--- config.mk ---
export PLATFORM = sky130hd
export DESIGN_NAME = mhfc_fifo
export DESIGN_NICKNAME = d
export VERILOG_FILES = /design/src/rtl/core/mhfc_pkg.sv /design/src/rtl/core/mhfc_fifo.sv
export SDC_FILE = /design/constraint.sdc
export NUM_CORES = 1
export LEC_CHECK = 0
export BUFFER_PORTS_ARGS = -buffer_cell sky130_fd_sc_hd__buf_2
export CORE_AREA = 2 2 387 389
export CTS_CLUSTER_SIZE = 28
export DETAILED_ROUTE_END_ITERATION = 7
export DIE_AREA = 0 0 389 391
export PLACE_DENSITY = 0.44
export SLEW_MARGIN = 20
export SYNTH_ARGS = -nofsm -noshare
export SYNTH_HDL_FRONTEND = slang
export SYNTH_SLANG_ARGS = --single-unit
--- constraint.sdc ---
create_clock -name clk_i -period 22.3 [get_ports clk_i]
set_input_delay 6.69 -clock clk_i [delete_from_list [all_inputs] [get_ports clk_i]]
set_output_delay 6.69 -clock clk_i [all_outputs]
set_load 0.01 [all_outputs]
--- src/rtl/core/mhfc_pkg.sv ---
// Package of the hourglass force correction block: item types, codes,
// derived widths and small helper functions.
// Used by every module of the block; depends on nothing.
package mhfc_pkg;

  localparam int FRAC_BITS = 16;
  // Width of a signed row mismatch: three shifted products plus a position.
  localparam int EW = 67 - FRAC_BITS;
  // Width of the force magnitude after the final product is scaled back.
  localparam int MGW = 63 - FRAC_BITS;
  localparam int SQ_STEPS = 32;
  localparam int DIV_STEPS = 31;
  localparam int Q_DEPTH = 2;

  typedef enum logic [1:0] {
    ACT_LOAD_POS = 2'd0,
    ACT_LOAD_ROW = 2'd1,
    ACT_PAIR     = 2'd2
  } action_e;

  localparam logic REG_GAIN = 1'b0;
  localparam logic REG_3D   = 1'b1;

  typedef struct packed {
    logic [1:0]         action;
    logic [1:0]         row_index;
    logic signed [31:0] cur_x;
    logic signed [31:0] cur_y;
    logic signed [31:0] cur_z;
    logic signed [31:0] ref_x;
    logic signed [31:0] ref_y;
    logic signed [31:0] ref_z;
    logic [16:0]        weight;
  } in_item_t;

  typedef struct packed {
    logic signed [31:0] force_dx;
    logic signed [31:0] force_dy;
    logic signed [31:0] force_dz;
    logic               degenerate;
  } out_item_t;

  // One queued pair: offsets, the matrix seen at acceptance and the weight.
  typedef struct packed {
    logic [2:0][31:0] d;
    logic [2:0][31:0] d0;
    logic [8:0][31:0] mat;
    logic [16:0]      weight;
  } pair_t;

  function automatic logic [31:0] sat_sub(input logic [31:0] a, input logic [31:0] b);
    logic signed [32:0] v;
    v = $signed({a[31], a}) - $signed({b[31], b});
    if (v[32] != v[31]) begin
      return v[32] ? 32'h8000_0000 : 32'h7FFF_FFFF;
    end
    return v[31:0];
  endfunction

endpackage

--- src/rtl/core/mhfc_fifo.sv ---
// Short queue of pair items between the front and back parts.
// Depends on mhfc_pkg for the entry type and depth.
module mhfc_fifo import mhfc_pkg::*; (
  input  logic  clk_i,
  input  logic  rst_ni,
  input  logic  push_i,
  input  pair_t push_data_i,
  input  logic  pop_i,
  output logic  full_o,
  output logic  empty_o,
  output pair_t head_o
);

  localparam int PW = (Q_DEPTH > 1) ? $clog2(Q_DEPTH) : 1;
  localparam int CW = $clog2(Q_DEPTH + 1);

  pair_t          mem_q [Q_DEPTH];
  logic [PW-1:0]  wp_q, wp_d, rp_q, rp_d;
  logic [CW-1:0]  cnt_q, cnt_d;

  assign full_o  = (cnt_q == CW'(Q_DEPTH));
  assign empty_o = (cnt_q == '0);
  assign head_o  = mem_q[rp_q];

  always_comb begin
    wp_d  = wp_q;
    rp_d  = rp_q;
    cnt_d = cnt_q;
    if (push_i) begin
      wp_d = (wp_q == PW'(Q_DEPTH - 1)) ? '0 : wp_q + 1'b1;
    end
    if (pop_i) begin
      rp_d = (rp_q == PW'(Q_DEPTH - 1)) ? '0 : rp_q + 1'b1;
    end
    if (push_i && !pop_i) begin
      cnt_d = cnt_q + 1'b1;
    end else if (pop_i && !push_i) begin
      cnt_d = cnt_q - 1'b1;
    end
  end

  always_ff @(posedge clk_i or negedge rst_ni) begin
    if (!rst_ni) begin
      wp_q  <= '0;
      rp_q  <= '0;
      cnt_q <= '0;
    end else begin
      wp_q  <= wp_d;
      rp_q  <= rp_d;
      cnt_q <= cnt_d;
    end
  end

  always_ff @(posedge clk_i) begin
    if (push_i) begin
      mem_q[wp_q] <= push_data_i;
    end
  end

endmodule

==> flow_summary.toml <==
[floorplan]
rows = 142
floorplan.die.width_um = 389
core_area_sq_um = 149000
chipHeight_um = 391
initial_core_util_pct = 24.3
boundaryPins = 1000
die-area_sq_um = 152000

[routing]
routed_wl_per_cell_um = 20.9
ant_nets = 0
finalWirelength_um = 98000
detailedRoute.firstPassIterationCount = 4
routed-via-count = 18816
drt-vias-per-instance = 4.02
number_of_violations_reported_at_the_end_of_detailed_routing_iteration_0 = 950
drcViolationCount = 0

[setup_path]
cp.buffers_inverters = 3
worstSetupEndpointType = "output port"
cp_arrival_ns = 4.30
critPathTopFamily = "buffers and inverters"
critical_path_top_delay_cell = "sky130_fd_sc_hd__dfrtp_4"
critical_path_class = "flip-flop to output port"
critical_path.max_stage_delay_ns = 1.03
reg2reg_depth = 4
timing.critical_path.cells = "buf_4 -> buf_12 -> mux2_2 -> buf_2"
timing.critical_path.depth = 4
timing.critical_path.required_ns = 15.61
cp_max_fo = 158
start_kind = "flip-flop"

[timing]
final.period_utilization_pct = 49.3
timing.final.crit_period_ns = 10.99
max-slew-margin-rel_pct = 16.8
slew_viol_final = 0
maxClockFrequency_mhz = 91.0
hold_violations = 0
worstMarginPinSlew_ns = 1.25
rsz0062_at_grt = "no"
clock-skew-final_ns = 0.0220
setup_total_negative_slack_ns = 0
final-setup-viol-count = 0

[finish]
stdcell_count = 4682
seqCellArea_sq_um = 30000
design.final.nets = 3134
layout.cells.most_common = "sky130_fd_sc_hd__buf_2"
layout_cell_share_with_drive_strength_beyond_1_pct = 60.1
num-fill-cells = 14523
layout.cells.most_common_list = "sky130_fd_sc_hd__buf_2, sky130_fd_sc_hd__edfxtp_1, sky130_fd_sc_hd__mux2_2"
multiInputGateArea_sq_um = 5690
flow.area_growth_from_synthesis_pct = 29.9

[synth]
syn_avg_cell_area_sq_um = 23.1
ys_types = 13
post_synth_inst_count = 1562
syn-cell-area_sq_um = 36100
register_area_share_after_synthesis_pct = 82.9
synth.yosys.warnings = 0
ys_seq_elements = 998
syn-num-nets = 2064

[power_and_ir_drop]
power_density_nw_per_um2 = 129
peakVddDrop_mv = 0.0902
total_power_uw = 6070
total_leakage_power_uw = 0.0172

[global_route]
grt_pass1_vias = 20296
use_met2_pct = 22.4
globalRouteTotalUtil_pct = 12.3
globalRoute.totalOverflow = 0
grt_max_degree = 159
wire_length_of_the_first_global_routing_pass_um = 137000
globalRoute.busiestLayer = "met2"
antenna_violations_before_repair = 34
global_route.usage.met1_pct = 12.5
met3_demand_to_capacity_share_in_global_routing_pct = 4.86

[clock_tree]
clock_tree_from_tritoncts = "done"
clk_transition_reported_paths_ns = 0.06
post_cts_resized = 0
cts-root-to-sink-buffers = 3
worstSkewPairLatency_ns = 0.70
count_of_clock_tree_sinks = 998
cts_buffers = 109
number_of_buffers_inserted_by_post_cts_setup_repair = 0
cts-hold-fix-buffers = 0
cts_root_buffer = "sky130_fd_sc_hd__clkbuf_16"
cts-htree-levels = 3

[outcome]
outcome = "complete, no violations"

[placed_design]
place.detailed.hpwl_um = 69500
gpl.final_weighted_congestion = 0.830
dpl.cell_count = 4465
io_buffer_count = 999

[min_path]
hold_class = "flip-flop to flip-flop"
count_of_cells_along_the_worst_hold_path = 1

[job]
maxCapViolCount = 0
where the power goes:
part	switching [uW]	total [uW]	leakage (uW)	internal, uW
Clock	733	1800	0.00177	1070
Combinational	979	1690	0.00603	707
Sequential	91.3	2580	0.00937	2490
Total	1800	6070	0.0172	4270
cell usage after synthesis:
master | count | area share (%)
sky130_fd_sc_hd__xor2_1 | 4 | 0.097
sky130_fd_sc_hd__xnor2_1 | 1 | 0.024
sky130_fd_sc_hd__nor2_1 | 2 | 0.021
sky130_fd_sc_hd__buf_6 | 33 | 1.0
sky130_fd_sc_hd__inv_1 | 1 | 0.010
sky130_fd_sc_hd__nor2b_1 | 2 | 0.035
sky130_fd_sc_hd__edfxtp_1 | 994 | 83
sky130_fd_sc_hd__dfrtp_1 | 4 | 0.28
sky130_fd_sc_hd__and2_1 | 1 | 0.017
sky130_fd_sc_hd__mux2_2 | 465 | 14
sky130_fd_sc_hd__mux2_1 | 32 | 1.0
sky130_fd_sc_hd__ha_1 | 1 | 0.035
sky130_fd_sc_hd__buf_2 | 22 | 0.30
logic make-up after synthesis:
logic type	after synthesis	synth area share, %
flops	998	82.9
mux	497	15.5
buf+inv	56	1.34
xor+xnor	5	0.121
simple gates	5	0.0728
fa+ha+maj	1	0.0346
through the flow:
step	util, %	instance area, sq um	setup WS, ns	hold WS [ns]
2_1_floorplan	-	36100	2.24	0.456
3_3_place_gp	29.1	43300	11.65	0.477
3_5_place_dp	29.1	43300	11.49	0.504
4_1_cts	31.6	46900	11.22	0.515
5_1_grt	31.6	46900	11.08	0.533
6_report	31.6	46900	11.31	0.511
metal layers:
metal	share of wire [%]	vias to the layer above
met1	35	9440
met5	0.30	-
met4	2.9	44
met3	8.8	187
li1	-	8456
met2	53	689
worst paths after layout:
kind,start,endpoint,slack (ns)
worst max-delay path,rp_q,head_o[413],11.31
worst min-delay path,cnt_q[1],cnt_q[1],0.51
worst max register to register,wp_q,mem_q[1][176],17.97
worst min register to register,cnt_q[1],cnt_q[1],0.51
max in group asynchronous,rst_ni,rp_q,16.38
min in group asynchronous,rst_ni,rp_q,5.78
state kept, by name, summed over array words and instances (netlist names):
| name | count |
|---|---|
| mem_q | 994 |
| wp_q | 1 |
| rp_q | 1 |
| cnt_q | 2 |
cell type report:
cell class	instances	share of cell area, %
antenna	13	0.0693
clock buffer	130	6.03
clock inverter	74	1.71
inverter	1	0.00800
multi-input combinational	508	12.1
sequential	998	63.8
tap	1944	5.18
timing repair buffer	1014	11.0
No activity file was read; power rests on OpenSTA's default activity.
