--- config.mk ---
export PLATFORM = sky130hd
export DESIGN_NAME = mhfc_front
export DESIGN_NICKNAME = d
export VERILOG_FILES = /design/src/rtl/core/mhfc_pkg.sv /design/src/rtl/core/mhfc_front.sv
export SDC_FILE = /design/constraint.sdc
export NUM_CORES = 1
export LEC_CHECK = 0
export BUFFER_PORTS_ARGS = -buffer_cell sky130_fd_sc_hd__buf_2
export CELL_PAD_IN_SITES_DETAIL_PLACEMENT = 1
export CELL_PAD_IN_SITES_GLOBAL_PLACEMENT = 1
export CORE_AREA = 2 2 278 280
export DETAILED_ROUTE_END_ITERATION = 10
export DIE_AREA = 0 0 280 282
export GPL_ROUTABILITY_DRIVEN = 0
export HOLD_SLACK_MARGIN = 0.12
export PLACE_DENSITY_LB_ADDON = 0.3
export SKIP_CTS_REPAIR_TIMING = 1
export SLEW_MARGIN = 5
export SYNTH_ARGS = -nofsm -noshare
export SYNTH_HDL_FRONTEND = slang
export SYNTH_SLANG_ARGS = --single-unit
--- constraint.sdc ---
create_clock -name clk_i -period 49.2 [get_ports clk_i]
set_input_delay 7.38 -clock clk_i [delete_from_list [all_inputs] [get_ports clk_i]]
set_output_delay 7.38 -clock clk_i [all_outputs]
set_load 0.03 [all_outputs]
--- src/rtl/core/mhfc_pkg.sv ---
// Package of the hourglass force correction block: item types, codes,
// derived widths and small helper functions.
// Used by every module of the block; depends on nothing.
package mhfc_pkg;

  localparam int FRAC_BITS = 16;
  // Width of a signed row mismatch: three shifted products plus a position.
  localparam int EW = 67 - FRAC_BITS;
  // Width of the force magnitude after the final product is scaled back.
  localparam int MGW = 63 - FRAC_BITS;
  localparam int SQ_STEPS = 32;
  localparam int DIV_STEPS = 31;
  localparam int Q_DEPTH = 2;

  typedef enum logic [1:0] {
    ACT_LOAD_POS = 2'd0,
    ACT_LOAD_ROW = 2'd1,
    ACT_PAIR     = 2'd2
  } action_e;

  localparam logic REG_GAIN = 1'b0;
  localparam logic REG_3D   = 1'b1;

  typedef struct packed {
    logic [1:0]         action;
    logic [1:0]         row_index;
    logic signed [31:0] cur_x;
    logic signed [31:0] cur_y;
    logic signed [31:0] cur_z;
    logic signed [31:0] ref_x;
    logic signed [31:0] ref_y;
    logic signed [31:0] ref_z;
    logic [16:0]        weight;
  } in_item_t;

  typedef struct packed {
    logic signed [31:0] force_dx;
    logic signed [31:0] force_dy;
    logic signed [31:0] force_dz;
    logic               degenerate;
  } out_item_t;

  // One queued pair: offsets, the matrix seen at acceptance and the weight.
  typedef struct packed {
    logic [2:0][31:0] d;
    logic [2:0][31:0] d0;
    logic [8:0][31:0] mat;
    logic [16:0]      weight;
  } pair_t;

  function automatic logic [31:0] sat_sub(input logic [31:0] a, input logic [31:0] b);
    logic signed [32:0] v;
    v = $signed({a[31], a}) - $signed({b[31], b});
    if (v[32] != v[31]) begin
      return v[32] ? 32'h8000_0000 : 32'h7FFF_FFFF;
    end
    return v[31:0];
  endfunction

endpackage

--- src/rtl/core/mhfc_front.sv ---
// Front part: accepts items, applies loads to the stored material point and
// matrix, and forms the offsets of pair items for the queue. Depends on mhfc_pkg.
module mhfc_front import mhfc_pkg::*; (
  input  logic     clk_i,
  input  logic     in_valid_i,
  output logic     in_ready_o,
  input  in_item_t in_data_i,
  input  logic     q_full_i,
  output logic     q_push_o,
  output pair_t    q_data_o
);

  logic [2:0][31:0] pcur_q, pref_q;
  logic [8:0][31:0] mat_q;
  logic [2:0][31:0] cur_w, ref_w;
  logic             accept;

  assign cur_w = {in_data_i.cur_z, in_data_i.cur_y, in_data_i.cur_x};
  assign ref_w = {in_data_i.ref_z, in_data_i.ref_y, in_data_i.ref_x};

  assign in_ready_o = !q_full_i;
  assign accept     = in_valid_i && in_ready_o;
  assign q_push_o   = accept && (in_data_i.action == ACT_PAIR);

  always_comb begin
    for (int c = 0; c < 3; c++) begin
      q_data_o.d[c]  = sat_sub(cur_w[c], pcur_q[c]);
      q_data_o.d0[c] = sat_sub(ref_w[c], pref_q[c]);
    end
    q_data_o.mat    = mat_q;
    q_data_o.weight = in_data_i.weight;
  end

  // The stored point has no reset; load items must write it before use, unchecked.
  always_ff @(posedge clk_i) begin
    if (accept && in_data_i.action == ACT_LOAD_POS) begin
      pcur_q <= cur_w;
      pref_q <= ref_w;
    end
    if (accept && in_data_i.action == ACT_LOAD_ROW) begin
      for (int r = 0; r < 3; r++) begin
        for (int c = 0; c < 3; c++) begin
          if (in_data_i.row_index == 2'(r)) begin
            mat_q[3*r+c] <= cur_w[c];
          end
        end
      end
    end
  end

endmodule

==> results of run 1 <==
cell usage after synthesis (all sizes together) (19+ instances only):
cell type / instances
nor3: 25
nor2b: 25
ha: 192
clkbuf: 31
a21oi: 271
a211oi: 19
a21o: 116
o21ai: 173
xnor2: 92
xor2: 75
a31oi: 25
o21bai: 19
buf: 44
nor2: 88
inv: 243
nand2: 105
nand2b: 40
and3: 19
nand4: 21
edfxtp: 480
nand3: 39
o21a: 25
sequential cells by signal, indices dropped and copies added, names as in the netlist:
name,count
q_data_o,288
pcur_q,96
pref_q,96
how the worst max path moves through the flow:
stage	start	end	slack [ns]	depth (start not counted)
finish	in_data_i[49]	q_data_o[341]	30.28	16
global placement	in_data_i[121]	q_data_o[477]	30.42	13
detailed placement	in_data_i[49]	q_data_o[341]	30.37	16
global route	in_data_i[49]	q_data_o[341]	29.94	16
floorplan	in_data_i[212]	pcur_q[0]	20.67	1
CTS	in_data_i[49]	q_data_o[341]	30.35	16
layer usage:
layer / vias up / share of wire (%)
met5: - / 0.022
met3: 139 / 4.7
met1: 10400 / 42
met2: 575 / 50
li1: 10000 / -
met4: 4 / 3.0
through the flow:
| stage | setup WS, ns | util, % | cell area (µm²) | cells |
|---|---|---|---|---|
| after floorplan | 20.67 | - | 26800 | 2343 |
| after global placement | 30.42 | 41.1 | 31100 | 3945 |
| after CTS | 30.35 | 43.7 | 33100 | 4048 |
| after detailed placement | 30.37 | 41.1 | 31100 | 3945 |
| final | 30.28 | 43.8 | 33100 | 4056 |
| after global routing | 29.94 | 43.7 | 33100 | 4054 |
cell type report:
class / instances / share of cell area, %
Clock buffer: 66 / 4.41
Clock inverter: 37 / 1.49
Sequential cell: 480 / 43.5
Tap cell: 978 / 3.69
Timing Repair Buffer: 699 / 10.7
Inverter: 243 / 2.75
Multi-Input combinational cell: 1545 / 33.4
Antenna cell: 8 / 0.0604
power by group:
group | internal (mW) | total, mW | switching, mW
clock network | 0.266 | 0.441 | 0.176
registers | 0.459 | 0.461 | 0.00196
logic | 0.0927 | 0.303 | 0.211
logic make-up after synthesis:
| family | after synthesis |
|---|---|
| AO/OA/AOI/OAI | 751 |
| flip-flops | 480 |
| AND/OR/NAND/NOR | 417 |
| buffers and inverters | 318 |
| adder cells (fa/ha/maj) | 204 |
| XOR/XNOR | 167 |
| multiplexers | 6 |
==> qor.yml, run 1 <==
run_status:
  status: "completed"
global_routing:
  grtUsageMet3_pct: 3.46
  grt_max_degree: 73
  antenna_found_initial: 12
  met2_usage_pct: 37.2
  grt_pass1_wl_mm: 129
  use_met1_pct: 25.8
  busiest_layer: "met2"
  track_usage_pct: 21.0
  grt_pass1_vias: 22000
  grt_overflow_total: 0
finish:
  syn2layout_area_growth_pct: 23.8
  mostFrequentLayoutCells: "680 x buf_2, 480 x edfxtp_1, 268 x a21oi_1"
  fillers: 8444
  multi_input_area_mm2: 0.0110
  seqCellArea_mm2: 0.0144
  mostFrequentLayoutCell: "buf_2"
  nNetsFinal: 3439
  drive_gt1_share_pct: 27.5
yosys:
  syn_nets: 2757
  seq_area_frac_synth_pct: 53.9
  synthTopCellsByArea: "edfxtp_1 54%, ha_1 9.0%, a21oi_1 5.0%, inv_1 3.4%, a21o_1 3.3%"
  synth_fa_ha_area_share_pct: 9.65
  synthXorXnorAreaFrac_pct: 5.50
  syn_inst: 2343
  avgSynthCellArea_um2: 11.4
  synthArstFlopShare_pct: 0
  synth_cell_types: 89
  synth_top_family_by_area: "compound AO/OA/AOI/OAI gates"
  synth_mux_area_share_pct: 0.234
  synthesis.area_mm2: 0.0268
  netlist.area_leader.share_pct: 53.9
  synth_compound_area_share_pct: 17.8
  synth_top_area_cell: "edfxtp_1"
  ys_warn_count: 0
  synth_edf_count: 480
  synth-seq-cells: 480
  yosys.area_share.simple_pct: 7.93
  synth_flop_cell: "edfxtp_1"
timing:
  hold_viol: 0
  setup_violations: 0
  setup_tns_ns: 0
  drv_slew: 0
  finalCritPeriodShare_pct: 38.5
  hold_ws_ns: 6.95
  relSlewSlack_pct: 12.2
  worstMarginPinSlew_ns: 1.29
  grt_setup_unrepaired: "no"
  finalCriticalPeriod_ns: 18.92
  max_freq_ghz: 0.0529
clock_tree:
  cts_root_buf: "clkbuf_16"
  htreeDepth: 2
  cts_num_sinks: 480
  cts_tree: "yes"
  path_clk_slew_ns: 0.06
  cts_buffers: 56
  clk_path_buf_depth: 3
flow_run:
  cap_violations: 0
detailed_routing:
  num_vias: 21200
  drt_wl_total_mm: 86.3
  wire_per_inst_um: 21.3
  drc: 0
  ant_nets: 0
  vias_per_cell: 5.22
  first_iter_violations: 995
  dr.pass1.iters: 5
die:
  start_util_pct: 35.3
  fp-row-count: 101
  fp.coreArea_mm2: 0.0757
  die_h_um: 282
  die_area_mm2: 0.0790
  die_x_um: 280
  ios: 715
min_path:
  hold_depth: 1
  min-delay-start: "in_data_i[81]"
  hold_class: "input pin to register"
  worstHoldEndpoint: "pref_q[0]"
placement:
  io_buffers: 680
  dpl.hpwl_mm: 66.8
critical_path:
  critPathRequiredTime_ns: 41.82
  crit_fanout: 30
  crit_chain: "buf_2 > inv_1 > ha_1 > inv_1 > fa_1 > a211oi_1 > o21bai_1 > a31o_2 > nand2_1 > o311ai_1 > a31oi_2 > o211ai_1 > and2_0 > mux2i_2 > o21ai_0 > buf_2"
  crit_buf_inv: 4
  slowest_stage: "mux2i_2"
  slowest_delay_ns: 1.00
  critPathTopFamily: "compound AO/OA/AOI/OAI gates"
  crit_path_end_kind: "primary output"
  critical_path_arrival_ns: 11.54
  worstSetupPathType: "input pin to primary output"
  startpoint_type: "input pin"
pwr:
  ir_drop_uv: 28.2
  p_leak_nw: 14.2
  total_power_mw: 1.21
  powerDensity_mw_per_mm2: 36.4
Power figures use the tool's default switching activity.
==> run 2: changes to the inputs <==
CORE_AREA = 2 2 279 281   (was 2 2 278 280)
DIE_AREA = 0 0 281 283   (was 0 0 280 282)
clock period = 19.2 ns   (was 49.2 ns; I/O delays follow)
==> run 2 against run 1 <==
Cell count is 1.5% higher. Clock power is 140% higher. Non-clock buffer count is 2 lower. Worst setup slack worse by 21 ns. Die area is 0.71% higher. Sequential power grew to 2.6 times the previous value. Power grew to 2.5 times the previous value. First-iteration DRC count is 7.8% higher.
==> qor.yml, run 2 (synthesis results as in run 1) <==
run_status:
  status: "completed"
clock_tree:
  cts_root_buf: "clkbuf_16"
  cts_tree: "yes"
  cts_num_sinks: 480
  clk_path_buf_depth: 3
  htreeDepth: 2
  path_clk_slew_ns: 0.06
  cts_buffers: 55
detailed_routing:
  ant_nets: 0
  dr.pass1.iters: 5
  drt_wl_total_mm: 85.0
  wire_per_inst_um: 20.7
  vias_per_cell: 5.10
  first_iter_violations: 1073
  drc: 0
  num_vias: 21000
min_path:
  worstHoldEndpoint: "pref_q[55]"
  hold_depth: 1
  hold_class: "input pin to register"
  min-delay-start: "in_data_i[72]"
pwr:
  p_switching_uw: 1000
  p_leak_nw: 14.1
  power_frac_clock_pct: 35.1
  comb_power_share_pct: 25.7
  p_int_mw: 2.01
  powerDensity_mw_per_mm2: 91.1
  total_power_mw: 3.01
  swShare_pct: 33.2
  ir_drop_uv: 65.7
  p_seq_share_pct: 39.2
critical_path:
  worstSetupPathType: "input pin to primary output"
  startpoint_type: "input pin"
  critPathRequiredTime_ns: 16.32
  crit_path_end_kind: "primary output"
  critical_path_arrival_ns: 6.96
  crit_fanout: 30
placement:
  dpl.hpwl_mm: 65.5
  io_buffers: 680
  place_area_mm2: 0.0312
timing:
  max_freq_ghz: 0.102
  drv_slew: 0
  setup_violations: 0
  worstMarginPinSlew_ns: 1.23
  hold_viol: 0
  grt_setup_unrepaired: "no"
  relSlewSlack_pct: 16.7
  finalCriticalPeriod_ns: 9.84
  setup_tns_ns: 0
  finalCritPeriodShare_pct: 51.3
global_routing:
  grt_overflow_total: 0
  antenna_found_initial: 11
  track_usage_pct: 20.7
  grt_pass1_vias: 22100
  grt_pass1_wl_mm: 130
  grt_max_degree: 139
die:
  fp-row-count: 102
  start_util_pct: 34.9
  die_x_um: 281
  die_area_mm2: 0.0795
  die_h_um: 283
  fp.coreArea_mm2: 0.0767
  ios: 715
finish:
  stdcell_area_mm2: 0.0331
  mostFrequentLayoutCell: "buf_2"
  utilization_pct: 43.1
  mostFrequentLayoutCells: "680 x buf_2, 480 x edfxtp_1, 268 x a21oi_1"
  nNetsFinal: 3436
  syn2layout_area_growth_pct: 23.7
  largest_register_ffs: 288
  drive_gt1_share_pct: 27.4
flow_run:
  cap_violations: 0
## run 2: cell types whose count changed in the layout (fill, tap and decap cells not counted), sizes merged, moves of 3 or more
cell | previous run | this run
clkinvlp | 4 | 11
clkbuf | 66 | 63
buf | 699 | 696
clkinv | 20 | 17
bufinv | 10 | 5
diode | 8 | 12
## run 2: power by group through the flow
stage | clock network [mW] | registers (mW) | logic (mW)
finish | 1.06 | 1.18 | 0.774
global route | 1.13 | 1.18 | 0.836
CTS | 1.09 | 1.18 | 0.779
detailed placement | 0 | 1.20 | 0.775
global placement | 0 | 1.20 | 0.762
floorplan | 0 | 1.22 | 0.514
## run 2: worst max-delay path by stage
stage	endpoint	startpoint
after global routing	q_data_o[467]	in_data_i[113]
after CTS	q_data_o[366]	in_data_i[49]
after floorplan	pcur_q[0]	in_data_i[211]
after detailed placement	q_data_o[366]	in_data_i[49]
after global placement	q_data_o[447]	in_data_i[145]
final	q_data_o[363]	in_data_i[49]
## run 2: worst max-delay path, cell delays in order
cell	delay [ns]
buf_2	0.11
inv_1	0.06
ha_1	0.17
inv_1	0.06
fa_1	0.42
a211oi_1	0.37
o21bai_1	0.13
a31o_2	0.28
nand2_1	0.11
o311ai_1	0.18
a31oi_2	0.32
o211ai_1	0.17
and2_0	0.20
mux2i_2	0.95
o21ai_0	0.28
buf_2	0.27
## run 2: metrics by stage
stage | hold slack [ns] | setup slack (ns) | instances
final | 2.46 | 9.36 | 4118
after global routing | 2.43 | 9.08 | 4114
after CTS | 2.41 | 9.39 | 4106
after detailed placement | 3.08 | 9.43 | 4005
after global placement | 3.07 | 9.26 | 4004
after floorplan | 2.98 | 5.00 | 2343
## run 2: cell type report
type	instances	area, µm²
fill	8552	43600
sequential	480	14400
clock inverter	38	412
inverter	243	912
multi-input combinational	1545	11100
tap	1040	1300
timing repair buffer	697	3550
clock buffer	63	1410
antenna	12	30.0
## run 2: layer usage
layer	routed length, µm	part of all wire [%]	global-route usage, %
met1	35800	42	25.7
met2	42100	50	36.5
met3	5150	6.0	4.35
met4	1920	2.3	5.19
met5	13	0.015	0
==> run 3: changes to the inputs <==
CORE_AREA = 2 2 277 279   (was 2 2 279 281)
DIE_AREA = 0 0 279 281   (was 0 0 281 283)
clock period = 8 ns   (was 19.2 ns; I/O delays follow)
==> run 3 against run 2 <==
Final area is essentially flat. Critical endpoint is now q_data_o[364]. Flip-flop and latch count did not move. Non-clock buffer count up 2. First-iteration DRC count down 8.8%. Critical path depth unchanged. Critical path type unchanged. Global-route usage grew 0.38 points. Cell count shrank 1.7%. Wire length is 0.84% higher. Clock-buffer cell count shrank 2. Sequential power rose by 140%. Worst setup slack got worse by 7.8 ns. Largest cell class unchanged. Clock power up 150%.
==> qor.yml, run 3 (synthesis results as in run 1) <==
detailed_routing:
  dr.pass1.iters: 7
  vias_per_cell: 5.22
  wl_met3_mm: 4.46
  wire_per_inst_um: 21.2
  ant_nets: 0
  num_vias: 21100
  wl_met1_mm: 36.4
  top_layer_used: "met5"
  drc: 0
  drt_wl_total_mm: 85.8
  wl_met2_mm: 43.2
  first_iter_violations: 979
pwr:
  ir_drop_uv: 152
  p_leak_nw: 14.2
  powerDensity_mw_per_mm2: 221
critical_path:
  startpoint_type: "input pin"
  crit_path_end_kind: "primary output"
  worstSetupPathType: "input pin to primary output"
  crit_fanout: 30
  critPathRequiredTime_ns: 6.80
  critical_path_arrival_ns: 5.28
clock_tree:
  cts_buffers: 55
  cts_tree: "yes"
  clk_path_buf_depth: 3
  path_clk_slew_ns: 0.06
  cts_root_buf: "clkbuf_16"
  cts_num_sinks: 480
  htreeDepth: 2
run_status:
  status: "completed"
timing:
  grt_setup_unrepaired: "no"
  max_freq_ghz: 0.154
  hold_ws_ns: 0.782
  finalCriticalPeriod_ns: 6.48
  hold_viol: 0
  drv_slew: 0
  worstMarginPinSlew_ns: 1.24
  setup_violations: 0
  setup_tns_ns: 0
  finalCritPeriodShare_pct: 81.1
  relSlewSlack_pct: 15.8
finish:
  seqCellArea_mm2: 0.0144
  stdcell_count: 4050
  stdcell_area_mm2: 0.0330
  fillers: 8404
  multi_input_area_mm2: 0.0111
  mostFrequentLayoutCell: "buf_2"
  largest_register_ffs: 288
  syn2layout_area_growth_pct: 23.5
  mostFrequentLayoutCells: "680 x buf_2, 480 x edfxtp_1, 268 x a21oi_1"
  nNetsFinal: 3438
  drive_gt1_share_pct: 27.5
min_path:
  hold_class: "input pin to register"
  worstHoldEndpoint: "pref_q[56]"
  hold_depth: 1
  min-delay-start: "in_data_i[73]"
placement:
  dpl.hpwl_mm: 66.1
  io_buffers: 680
  dp_cells: 3945
  place_area_mm2: 0.0312
global_routing:
  grt_pass1_wl_mm: 130
  grt_max_degree: 148
  grt_overflow_total: 0
  grt_pass1_vias: 22000
  antenna_found_initial: 7
  track_usage_pct: 21.1
die:
  die_x_um: 279
  start_util_pct: 35.5
  die_h_um: 281
  fp.coreArea_mm2: 0.0754
  fp-row-count: 101
  ios: 715
  die_area_mm2: 0.0784
flow_run:
  cap_violations: 0
run 3: cell types whose count changed in the layout (fill, tap and decap cells not counted), moves of 2 or more:
cell / delta
diode_2: -8
clkinvlp_4: -6
clkinv_2: +5
buf_4: +3
bufinv_16: +2
clkbuf_1: -2
clkinv_1: +2
nor3b_2: -2
nor3b_4: +2
run 3: through the flow:
| stage | worst slack (ns) | util, % | total power, mW |
|---|---|---|---|
| finish | 1.52 | 43.8 | 7.30 |
| global route | 1.10 | 43.8 | 7.61 |
| CTS | 1.56 | 43.8 | 7.39 |
| detailed placement | 1.60 | 41.3 | 4.75 |
| global placement | 1.72 | 41.3 | 4.72 |
| floorplan | 0.210 | - | 4.16 |
run 3: where the power goes:
group,internal (mW),leakage [nW],switching (mW)
sequential,2.82,4.34,0.0123
clock,1.50,0.891,1.10
combinational,0.572,8.98,1.29
run 3: metal layers:
metal,vias up,track usage [%]
li1,10000,-
met4,6,4.76
met5,-,0
met3,101,4.19
met1,10500,26.1
met2,521,37.9
run 3: worst max-delay path by stage:
stage                        start            end  slack, ns  depth (start not counted)
floorplan           in_data_i[211]      pcur_q[0]       0.21                          1
global placement    in_data_i[119]  q_data_o[475]       1.72                         13
detailed placement   in_data_i[49]  q_data_o[364]       1.60                         16
CTS                  in_data_i[49]  q_data_o[364]       1.56                         16
global route         in_data_i[49]  q_data_o[364]       1.10                         16
finish               in_data_i[49]  q_data_o[364]       1.52                         16
run 3: cell type report:
type | count | share of cell area [%]
diodes | 4 | 0.0303
clock buffers | 61 | 4.23
clock inverters | 40 | 1.38
inverters | 243 | 2.76
multi-input cells | 1545 | 33.5
flip-flops and latches | 480 | 43.6
well taps | 978 | 3.70
repair buffers | 699 | 10.8
run 3: worst max-delay path: stages:
cell and delay (ns):
buf_2 0.11, inv_1 0.05, ha_1 0.16, inv_1 0.06, fa_1 0.42, a211oi_1 0.34, o21bai_1 0.13, a31o_2 0.28
nand2_1 0.10, o311ai_1 0.18, a31oi_2 0.34, o211ai_1 0.18, and2_0 0.21, mux2i_2 0.96, o21ai_0 0.28, buf_2 0.27
